==> src/hw/rtl/ps2mct_pkg.sv <==
// Shared types, constants and helper functions for the PS/2 mouse cursor tracker.
package ps2mct_pkg;

    localparam int unsigned CFG_INDEX_W = 2;
    localparam int unsigned CFG_DATA_W  = 8;

    localparam logic [CFG_INDEX_W-1:0] REG_ENABLE      = 2'd0;
    localparam logic [CFG_INDEX_W-1:0] REG_GRID_WIDTH  = 2'd1;
    localparam logic [CFG_INDEX_W-1:0] REG_GRID_HEIGHT = 2'd2;

    localparam logic [7:0] DEF_GRID_WIDTH  = 8'd80;
    localparam logic [7:0] DEF_GRID_HEIGHT = 8'd25;
    localparam logic [7:0] HOME_X          = 8'd40;
    localparam logic [7:0] HOME_Y          = 8'd12;

    // Bit 3 of the first packet byte is always set by the device.
    localparam int unsigned SYNC_BIT = 3;

    typedef enum logic [2:0] {
        PH_FIRST  = 3'b001,
        PH_SECOND = 3'b010,
        PH_THIRD  = 3'b100
    } phase_t;

    typedef struct packed {
        logic       enable;
        logic [7:0] grid_width;
        logic [7:0] grid_height;
    } cfg_t;

    typedef struct packed {
        logic [7:0]  cursor_x;
        logic [7:0]  cursor_y;
        logic        moved;
        logic [15:0] old_cell_index;
        logic [15:0] new_cell_index;
    } result_t;

    // Clamp a signed coordinate into 0 .. size-1; a size of zero acts as one.
    function automatic logic [7:0] clamp_coord(input logic signed [9:0] v,
                                               input logic [7:0] size);
        logic [7:0] top;
        top = (size == 8'd0) ? 8'd0 : size - 8'd1;
        if (v[9])
            return 8'd0;
        else if (v[8:0] > {1'b0, top})
            return top;
        else
            return v[7:0];
    endfunction

    function automatic logic [15:0] cell_index(input logic [7:0] x,
                                               input logic [7:0] y,
                                               input logic [7:0] width);
        logic [15:0] prod;
        prod = y * width;
        return prod + {8'd0, x};
    endfunction

endpackage

==> src/hw/rtl/ps2mct_if.sv <==
// Valid/ready channel interfaces for the input bytes and the cursor results.
interface ps2mct_in_if;
    logic       valid;
    logic       ready;
    logic [7:0] data_byte;
    logic       from_aux;

    modport source (output valid, output data_byte, output from_aux, input ready);
    modport sink   (input valid, input data_byte, input from_aux, output ready);
endinterface

interface ps2mct_out_if;
    logic        valid;
    logic        ready;
    logic [7:0]  cursor_x;
    logic [7:0]  cursor_y;
    logic        moved;
    logic [15:0] old_cell_index;
    logic [15:0] new_cell_index;

    modport source (output valid, output cursor_x, output cursor_y, output moved,
                    output old_cell_index, output new_cell_index, input ready);
    modport sink   (input valid, input cursor_x, input cursor_y, input moved,
                    input old_cell_index, input new_cell_index, output ready);
endinterface

==> src/hw/rtl/ps2mct_cfg_regs.sv <==
// Configuration register file: enable and text grid size.
module ps2mct_cfg_regs
    import ps2mct_pkg::*;
(
    input  logic                   clk,
    input  logic                   rst_n,
    input  logic                   cfg_we,
    input  logic [CFG_INDEX_W-1:0] cfg_index,
    input  logic [CFG_DATA_W-1:0]  cfg_wdata,
    output cfg_t                   cfg
);

    cfg_t cfg_reg;
    cfg_t cfg_next;

    always_comb
    begin
        cfg_next = cfg_reg;
        if (cfg_we)
        begin
            case (cfg_index)
                REG_ENABLE:      cfg_next.enable      = cfg_wdata[0];
                REG_GRID_WIDTH:  cfg_next.grid_width  = cfg_wdata;
                REG_GRID_HEIGHT: cfg_next.grid_height = cfg_wdata;
                default:         cfg_next = cfg_reg;
            endcase
        end
    end

    always_ff @(posedge clk or negedge rst_n)
    begin
        if (!rst_n)
        begin
            cfg_reg.enable      <= 1'b0;
            cfg_reg.grid_width  <= DEF_GRID_WIDTH;
            cfg_reg.grid_height <= DEF_GRID_HEIGHT;
        end
        else
        begin
            cfg_reg <= cfg_next;
        end
    end

    assign cfg = cfg_reg;

endmodule

==> src/hw/rtl/ps2mct_core.sv <==
// Packet assembly, cursor update, clamping and cell index computation.
module ps2mct_core
    import ps2mct_pkg::*;
(
    input  logic       clk,
    input  logic       rst_n,
    input  logic       step,
    input  logic [7:0] data_byte,
    input  logic       from_aux,
    input  cfg_t       cfg,
    output logic       res_fire,
    output result_t    res
);

    phase_t     phase_reg;
    phase_t     phase_next;
    logic [7:0] delta_x_reg;
    logic [7:0] delta_x_next;
    logic [7:0] pos_x_reg;
    logic [7:0] pos_x_next;
    logic [7:0] pos_y_reg;
    logic [7:0] pos_y_next;

    logic              live;
    logic signed [9:0] sum_x;
    logic signed [9:0] sum_y;
    logic [7:0]        new_x;
    logic [7:0]        new_y;

    assign live  = cfg.enable && from_aux;
    assign sum_x = signed'({2'b00, pos_x_reg}) + signed'({{2{delta_x_reg[7]}}, delta_x_reg});
    assign sum_y = signed'({2'b00, pos_y_reg}) - signed'({{2{data_byte[7]}}, data_byte});
    assign new_x = clamp_coord(sum_x, cfg.grid_width);
    assign new_y = clamp_coord(sum_y, cfg.grid_height);

    assign res.cursor_x       = new_x;
    assign res.cursor_y       = new_y;
    assign res.moved          = (new_x != pos_x_reg) || (new_y != pos_y_reg);
    assign res.old_cell_index = cell_index(pos_x_reg, pos_y_reg, cfg.grid_width);
    assign res.new_cell_index = cell_index(new_x, new_y, cfg.grid_width);

    always_comb
    begin
        phase_next   = phase_reg;
        delta_x_next = delta_x_reg;
        pos_x_next   = pos_x_reg;
        pos_y_next   = pos_y_reg;
        res_fire     = 1'b0;
        if (live)
        begin
            case (phase_reg)
                PH_SECOND:
                begin
                    delta_x_next = data_byte;
                    phase_next   = PH_THIRD;
                end
                PH_THIRD:
                begin
                    pos_x_next = new_x;
                    pos_y_next = new_y;
                    phase_next = PH_FIRST;
                    res_fire   = 1'b1;
                end
                default:
                begin
                    // A first byte without the sync bit is dropped to regain alignment.
                    phase_next = data_byte[SYNC_BIT] ? PH_SECOND : PH_FIRST;
                end
            endcase
        end
    end

    always_ff @(posedge clk or negedge rst_n)
    begin
        if (!rst_n)
        begin
            phase_reg   <= PH_FIRST;
            delta_x_reg <= 8'd0;
            pos_x_reg   <= HOME_X;
            pos_y_reg   <= HOME_Y;
        end
        else if (step)
        begin
            phase_reg   <= phase_next;
            delta_x_reg <= delta_x_next;
            pos_x_reg   <= pos_x_next;
            pos_y_reg   <= pos_y_next;
        end
    end

endmodule

==> src/hw/rtl/ps2_mouse_cursor_tracker.sv <==
// Top level of the PS/2 mouse cursor tracker: input register, core and result register.
// A packet's beat enters the result register when the core takes its third byte.
// Throughput: one byte per cycle; the input register and the result register each
// advance whenever the result register is empty or its beat is taken in the same cycle.
// Reset (asynchronous, active low) empties both registers, disables the block, sets the
// grid to 80 by 25, puts the cursor at column 40, row 12, and waits for a first byte.
module ps2_mouse_cursor_tracker
    import ps2mct_pkg::*;
(
    input  logic                   clk,
    input  logic                   rst_n,
    ps2mct_in_if.sink              mouse,
    ps2mct_out_if.source           cursor,
    input  logic                   cfg_we,
    input  logic [CFG_INDEX_W-1:0] cfg_index,
    input  logic [CFG_DATA_W-1:0]  cfg_wdata
);

    cfg_t cfg;

    // Input register: holds one accepted byte until the core consumes it.
    logic       in_vld_reg;
    logic       in_vld_next;
    logic [7:0] in_data_reg;
    logic       in_aux_reg;

    // Result register: holds one finished beat until the sink takes it.
    logic    out_vld_reg;
    logic    out_vld_next;
    result_t out_res_reg;

    logic    advance;
    logic    step;
    logic    res_fire;
    result_t res;

    ps2mct_cfg_regs u_cfg_regs (
        .clk       (clk),
        .rst_n     (rst_n),
        .cfg_we    (cfg_we),
        .cfg_index (cfg_index),
        .cfg_wdata (cfg_wdata),
        .cfg       (cfg)
    );

    ps2mct_core u_core (
        .clk       (clk),
        .rst_n     (rst_n),
        .step      (step),
        .data_byte (in_data_reg),
        .from_aux  (in_aux_reg),
        .cfg       (cfg),
        .res_fire  (res_fire),
        .res       (res)
    );

    // The core may consume a byte whenever the result register can take its beat,
    // which also lets the input register refill in the same cycle.
    assign advance     = !out_vld_reg || cursor.ready;
    assign step        = in_vld_reg && advance;
    assign mouse.ready = !in_vld_reg || advance;

    always_comb
    begin
        in_vld_next = in_vld_reg;
        if (mouse.ready)
        begin
            in_vld_next = mouse.valid;
        end
        out_vld_next = out_vld_reg;
        if (advance)
        begin
            out_vld_next = step && res_fire;
        end
    end

    always_ff @(posedge clk or negedge rst_n)
    begin
        if (!rst_n)
        begin
            in_vld_reg  <= 1'b0;
            out_vld_reg <= 1'b0;
        end
        else
        begin
            in_vld_reg  <= in_vld_next;
            out_vld_reg <= out_vld_next;
        end
    end

    // Payload registers carry no reset; they are qualified by the valid bits.
    always_ff @(posedge clk)
    begin
        if (mouse.valid && mouse.ready)
        begin
            in_data_reg <= mouse.data_byte;
            in_aux_reg  <= mouse.from_aux;
        end
        if (step && res_fire)
        begin
            out_res_reg <= res;
        end
    end

    assign cursor.valid          = out_vld_reg;
    assign cursor.cursor_x       = out_res_reg.cursor_x;
    assign cursor.cursor_y       = out_res_reg.cursor_y;
    assign cursor.moved          = out_res_reg.moved;
    assign cursor.old_cell_index = out_res_reg.old_cell_index;
    assign cursor.new_cell_index = out_res_reg.new_cell_index;

endmodule

==> src/flat_wrapper.sv <==
// flat-port wrapper written by rule: the top's interface ports become plain ports
module ps2_mouse_cursor_tracker_flat import ps2mct_pkg::*;
  (clk, rst_n, cfg_we, cfg_index, cfg_wdata, mouse_valid, mouse_data_byte, mouse_from_aux, mouse_ready, cursor_valid, cursor_cursor_x, cursor_cursor_y, cursor_moved, cursor_old_cell_index, cursor_new_cell_index, cursor_ready);
  ps2mct_in_if mouse_i ();
  ps2mct_out_if cursor_i ();
  input  logic clk;
  input  logic rst_n;
  input  logic cfg_we;
  input  logic [CFG_INDEX_W-1:0] cfg_index;
  input  logic [CFG_DATA_W-1:0] cfg_wdata;
  input wire logic [$bits(mouse_i.valid)-1:0] mouse_valid;
  input wire logic [$bits(mouse_i.data_byte)-1:0] mouse_data_byte;
  input wire logic [$bits(mouse_i.from_aux)-1:0] mouse_from_aux;
  output wire logic [$bits(mouse_i.ready)-1:0] mouse_ready;
  output wire logic [$bits(cursor_i.valid)-1:0] cursor_valid;
  output wire logic [$bits(cursor_i.cursor_x)-1:0] cursor_cursor_x;
  output wire logic [$bits(cursor_i.cursor_y)-1:0] cursor_cursor_y;
  output wire logic [$bits(cursor_i.moved)-1:0] cursor_moved;
  output wire logic [$bits(cursor_i.old_cell_index)-1:0] cursor_old_cell_index;
  output wire logic [$bits(cursor_i.new_cell_index)-1:0] cursor_new_cell_index;
  input wire logic [$bits(cursor_i.ready)-1:0] cursor_ready;
  assign mouse_i.valid = mouse_valid;
  assign mouse_i.data_byte = mouse_data_byte;
  assign mouse_i.from_aux = mouse_from_aux;
  assign mouse_ready = mouse_i.ready;
  assign cursor_valid = cursor_i.valid;
  assign cursor_cursor_x = cursor_i.cursor_x;
  assign cursor_cursor_y = cursor_i.cursor_y;
  assign cursor_moved = cursor_i.moved;
  assign cursor_old_cell_index = cursor_i.old_cell_index;
  assign cursor_new_cell_index = cursor_i.new_cell_index;
  assign cursor_i.ready = cursor_ready;
  ps2_mouse_cursor_tracker u_core (.clk(clk), .rst_n(rst_n), .mouse(mouse_i), .cursor(cursor_i), .cfg_we(cfg_we), .cfg_index(cfg_index), .cfg_wdata(cfg_wdata));
endmodule
==> config.mk <==
export PLATFORM = sky130hd
export DESIGN_NAME = ps2_mouse_cursor_tracker_flat
export DESIGN_NICKNAME = d
export VERILOG_FILES = /design/src/hw/rtl/ps2mct_pkg.sv /design/src/hw/rtl/ps2mct_if.sv /design/src/hw/rtl/ps2mct_cfg_regs.sv /design/src/hw/rtl/ps2mct_core.sv /design/src/hw/rtl/ps2_mouse_cursor_tracker.sv /design/src/flat_wrapper.sv
export SDC_FILE = /design/constraint.sdc
export NUM_CORES = 1
export LEC_CHECK = 0
export BUFFER_PORTS_ARGS = -buffer_cell sky130_fd_sc_hd__buf_2
export CORE_ASPECT_RATIO = 0.7
export CORE_MARGIN = 2
export CORE_UTILIZATION = 45
export DETAILED_ROUTE_END_ITERATION = 8
export PLACE_DENSITY_LB_ADDON = 0.05
export RECOVER_POWER = 50
export SKIP_LAST_GASP = 1
export SYNTH_ARGS = -nofsm -noshare
export SYNTH_HDL_FRONTEND = slang
export SYNTH_HIERARCHICAL = 1
export SYNTH_SLANG_ARGS = --single-unit
export TNS_END_PERCENT = 1
==> constraint.sdc <==
create_clock -name clk -period 9.7 [get_ports clk]
set_input_delay 0.485 -clock clk [delete_from_list [all_inputs] [get_ports clk]]
set_output_delay 0.485 -clock clk [all_outputs]
set_load 0.05 [all_outputs]
==> results_dict.tcl <==
set metrics [dict create \
    hold_violations 0 \
    required_ns 9.83 \
    highest_layer "met4" \
    grt_max_degree 47 \
    grt_pass1_vias 7122 \
    cap_violations 1 \
    antenna_cells 0 \
    placement.io_buffers 74 \
    dr.pass1.iters 5 \
    ctsRootBufferMaster "clkbuf_16" \
    min-delay-start "mouse_data_byte[0]" \
    fin_crit_ns 8.894 \
    syn_area_sq_mm 0.01027 \
    synth.largest_area_cell "fa_1" \
    cp.buffers_inverters 4 \
    synthCells 1041 \
    nNetsFinal 1326 \
    worst_hold_path_type "in2reg" \
    fin_util_pct 49.61 \
    r2r_start "u_core/u_core/pos_y_reg[0]" \
    groute.usage.overall_pct 21.89 \
    wl_met2_um 10010 \
    die-area_sq_mm 0.02408 \
    grt_first_pass_wirelength_um 39560 \
    postCtsSetupBuffers 0 \
    status "finished with violations" \
    dp.cells 1404 \
    end_kind "register" \
    path_delay_family "adder cells" \
    route.met3.wl_um 1180 \
    antenna_found_initial 0 \
    drive_above_1_share_pct 10.38 \
    slowest_stage "nor2_1" \
    period_share_pct 91.69 \
    die_height_um 130.4 \
    drt_iter0_drc 543 \
    drc 0 \
    syn-num-nets 1264 \
    violations "max-capacitance violations, max-slew violations" \
    hold_buffers 0 \
    rrSetupSlack_ns 0.81 \
    wl_per_cell_um 17.13 \
    tightest_slew_ns 2.731 \
    overflow 0 \
    cp_max_fo 11 \
    avgViaCountPerCell 5.079 \
    cts_buffers 9 \
    io-pin-count 75 \
    wl_met1_um 12830 \
    clock_latency_ns 0.37 \
    async_reset_ff_share_pct 44.23 \
    synth_edf_count 58 \
    seq_area_frac_synth_pct 28.28 \
    ys_types 71 \
    ant_nets 0 \
    die_x_um 184.6 \
    placed_area_sq_mm 0.01099 \
    report.final.setup_viol 0 \
    fin_setup_tns_ns 0 \
    rows 46 \
    max_stage_delay_ns 0.69 \
    largest_reg_flops 17 \
    r2r_cells 32 \
    routed_wl_um 24330 \
    crit_type "reg2reg" \
    cp.depth 32 \
    ys_warn_count 6 \
    rsz0062_at_grt "no" \
    cts_tree "yes" \
    clockBufferDepth 2 \
    dp_hpwl_um 18310 \
    gp_congestion 0.9120 \
    post_cts_resized 0 \
    cts_sinks 104 \
    r2r_end "u_core/cursor.new_cell_index[15]" \
    cts_max_level 3 \
    syn_area_per_cell_sq_um 9.870 \
    ys.flop_type "edfxtp_1" \
    fin_cells 1420 \
    area_growth_pct 8.646 \
    stdcell_area_sq_mm 0.01116 \
    start_kind "register" \
    finalMaxSlewViolations 47 \
    slew_headroom_pct -82.07 \
    min_to "u_core/in_data_reg[0]" \
    ys_seq_elements 104 \
    whs_path_depth 1 \
    critPathArrivalTime_ns 9.02 \
    core_area_sq_mm 0.02250 \
    clk_pin_slew_ns 0.09 \
    max_freq_ghz 0.1124 \
    vias 7212 \
    fin_worst_skew_ns 0.01338 \
    synthTopCellsByArea "fa_1 18%, edfxtp_1 17%, ha_1 13%" \
    initial_core_util_pct 45.66 \
    synth_top_cell_area_share_pct 17.54 \
]
[Yosys cell counts (17+ instances only)]
cell type / instances
a21oi_1: 39
and2_1: 59
and3_1: 17
clkbuf_1: 32
dfrtp_1: 36
edfxtp_1: 58
fa_1: 90
ha_1: 109
inv_1: 175
mux2_2: 26
nand2_1: 94
nor2_1: 46
nor3_1: 18
o21ai_0: 30
xnor2_1: 30
[through the flow]
step	worst slack (ns)	hold slack [ns]
2_1_floorplan	2.214	0.1894
3_3_place_gp	1.094	0.5069
3_5_place_dp	0.9521	0.5131
4_1_cts	0.9415	0.2408
5_1_grt	0.2659	0.2710
6_report	0.8064	0.2906
[how the worst max path moves through the flow]
stage / slack [ns] / from / to
after floorplan: 2.21 / u_core/u_core/pos_x_reg[0] / u_core/cursor.new_cell_index[13]
after global placement: 1.09 / u_core/u_core/pos_y_reg[0] / u_core/cursor.new_cell_index[15]
after detailed placement: 0.95 / u_core/u_core/pos_y_reg[0] / u_core/cursor.new_cell_index[13]
after CTS: 0.94 / u_core/u_core/pos_y_reg[0] / u_core/cursor.new_cell_index[15]
after global routing: 0.27 / u_core/u_core/pos_y_reg[0] / u_core/cursor.new_cell_index[13]
final: 0.81 / u_core/u_core/pos_y_reg[0] / u_core/cursor.new_cell_index[15]
[cells by family after synthesis]
group	Yosys count	share of synthesized area, %
AO/OA/AOI/OAI	139	9.377
XOR/XNOR	47	4.152
adder cells (fa/ha/maj)	199	30.81
buffers and inverters	210	7.769
flip-flops	104	28.28
multiplexers	33	3.531
AND/OR/NAND/NOR	309	16.09
[per-layer routing]
metal  up-vias  GRT usage, %
li1       3559             -
met4         0         4.894
met2       180         32.35
met1      3453         33.67
met5         -             0
met3        20         3.492
[cell type report]
class / count / area, sq um
Tap cell: 312 / 390.4
Timing Repair Buffer: 86 / 376.6
Sequential cell: 104 / 2905
Multi-Input combinational cell: 727 / 6555
Inverter: 175 / 656.9
Clock inverter: 7 / 53.80
Clock buffer: 9 / 225.2
Fill cell: 2145 / 11340
[worst reg2reg max path, delay by kind of cell, from the launching register on]
kind                     cells  cell delay (ns)
flip-flops                   1             0.59
XOR/XNOR                     1             0.15
AO/OA/AOI/OAI               12             2.27
AND/OR/NAND/NOR              7             2.01
buffers and inverters        4             0.30
adder cells (fa/ha/maj)      8             3.35
[layout by cell type (no fill, tap or decap), types with 6 or more instances in the layout]
master / instances
nor2b_1: 8
nand3_1: 8
and3_1: 17
nand2_1: 94
buf_2: 28
or2_2: 6
clkbuf_1: 53
o21bai_1: 7
or3_1: 7
mux2_2: 26
a211oi_1: 6
a21oi_1: 39
xnor2_1: 30
nand2b_1: 14
and2_1: 59
o21a_1: 6
inv_1: 175
dfrtp_1: 36
ha_1: 109
xor2_1: 15
nor2_1: 46
dfstp_2: 7
fa_1: 90
nor3_1: 18
mux2i_1: 7
clkbuf_16: 9
edfxtp_1: 58
o21ai_0: 30
Power is left out: the tool's default activity adds up to more than one toggle a clock period on the data nets, which glitch-free logic cannot reach.
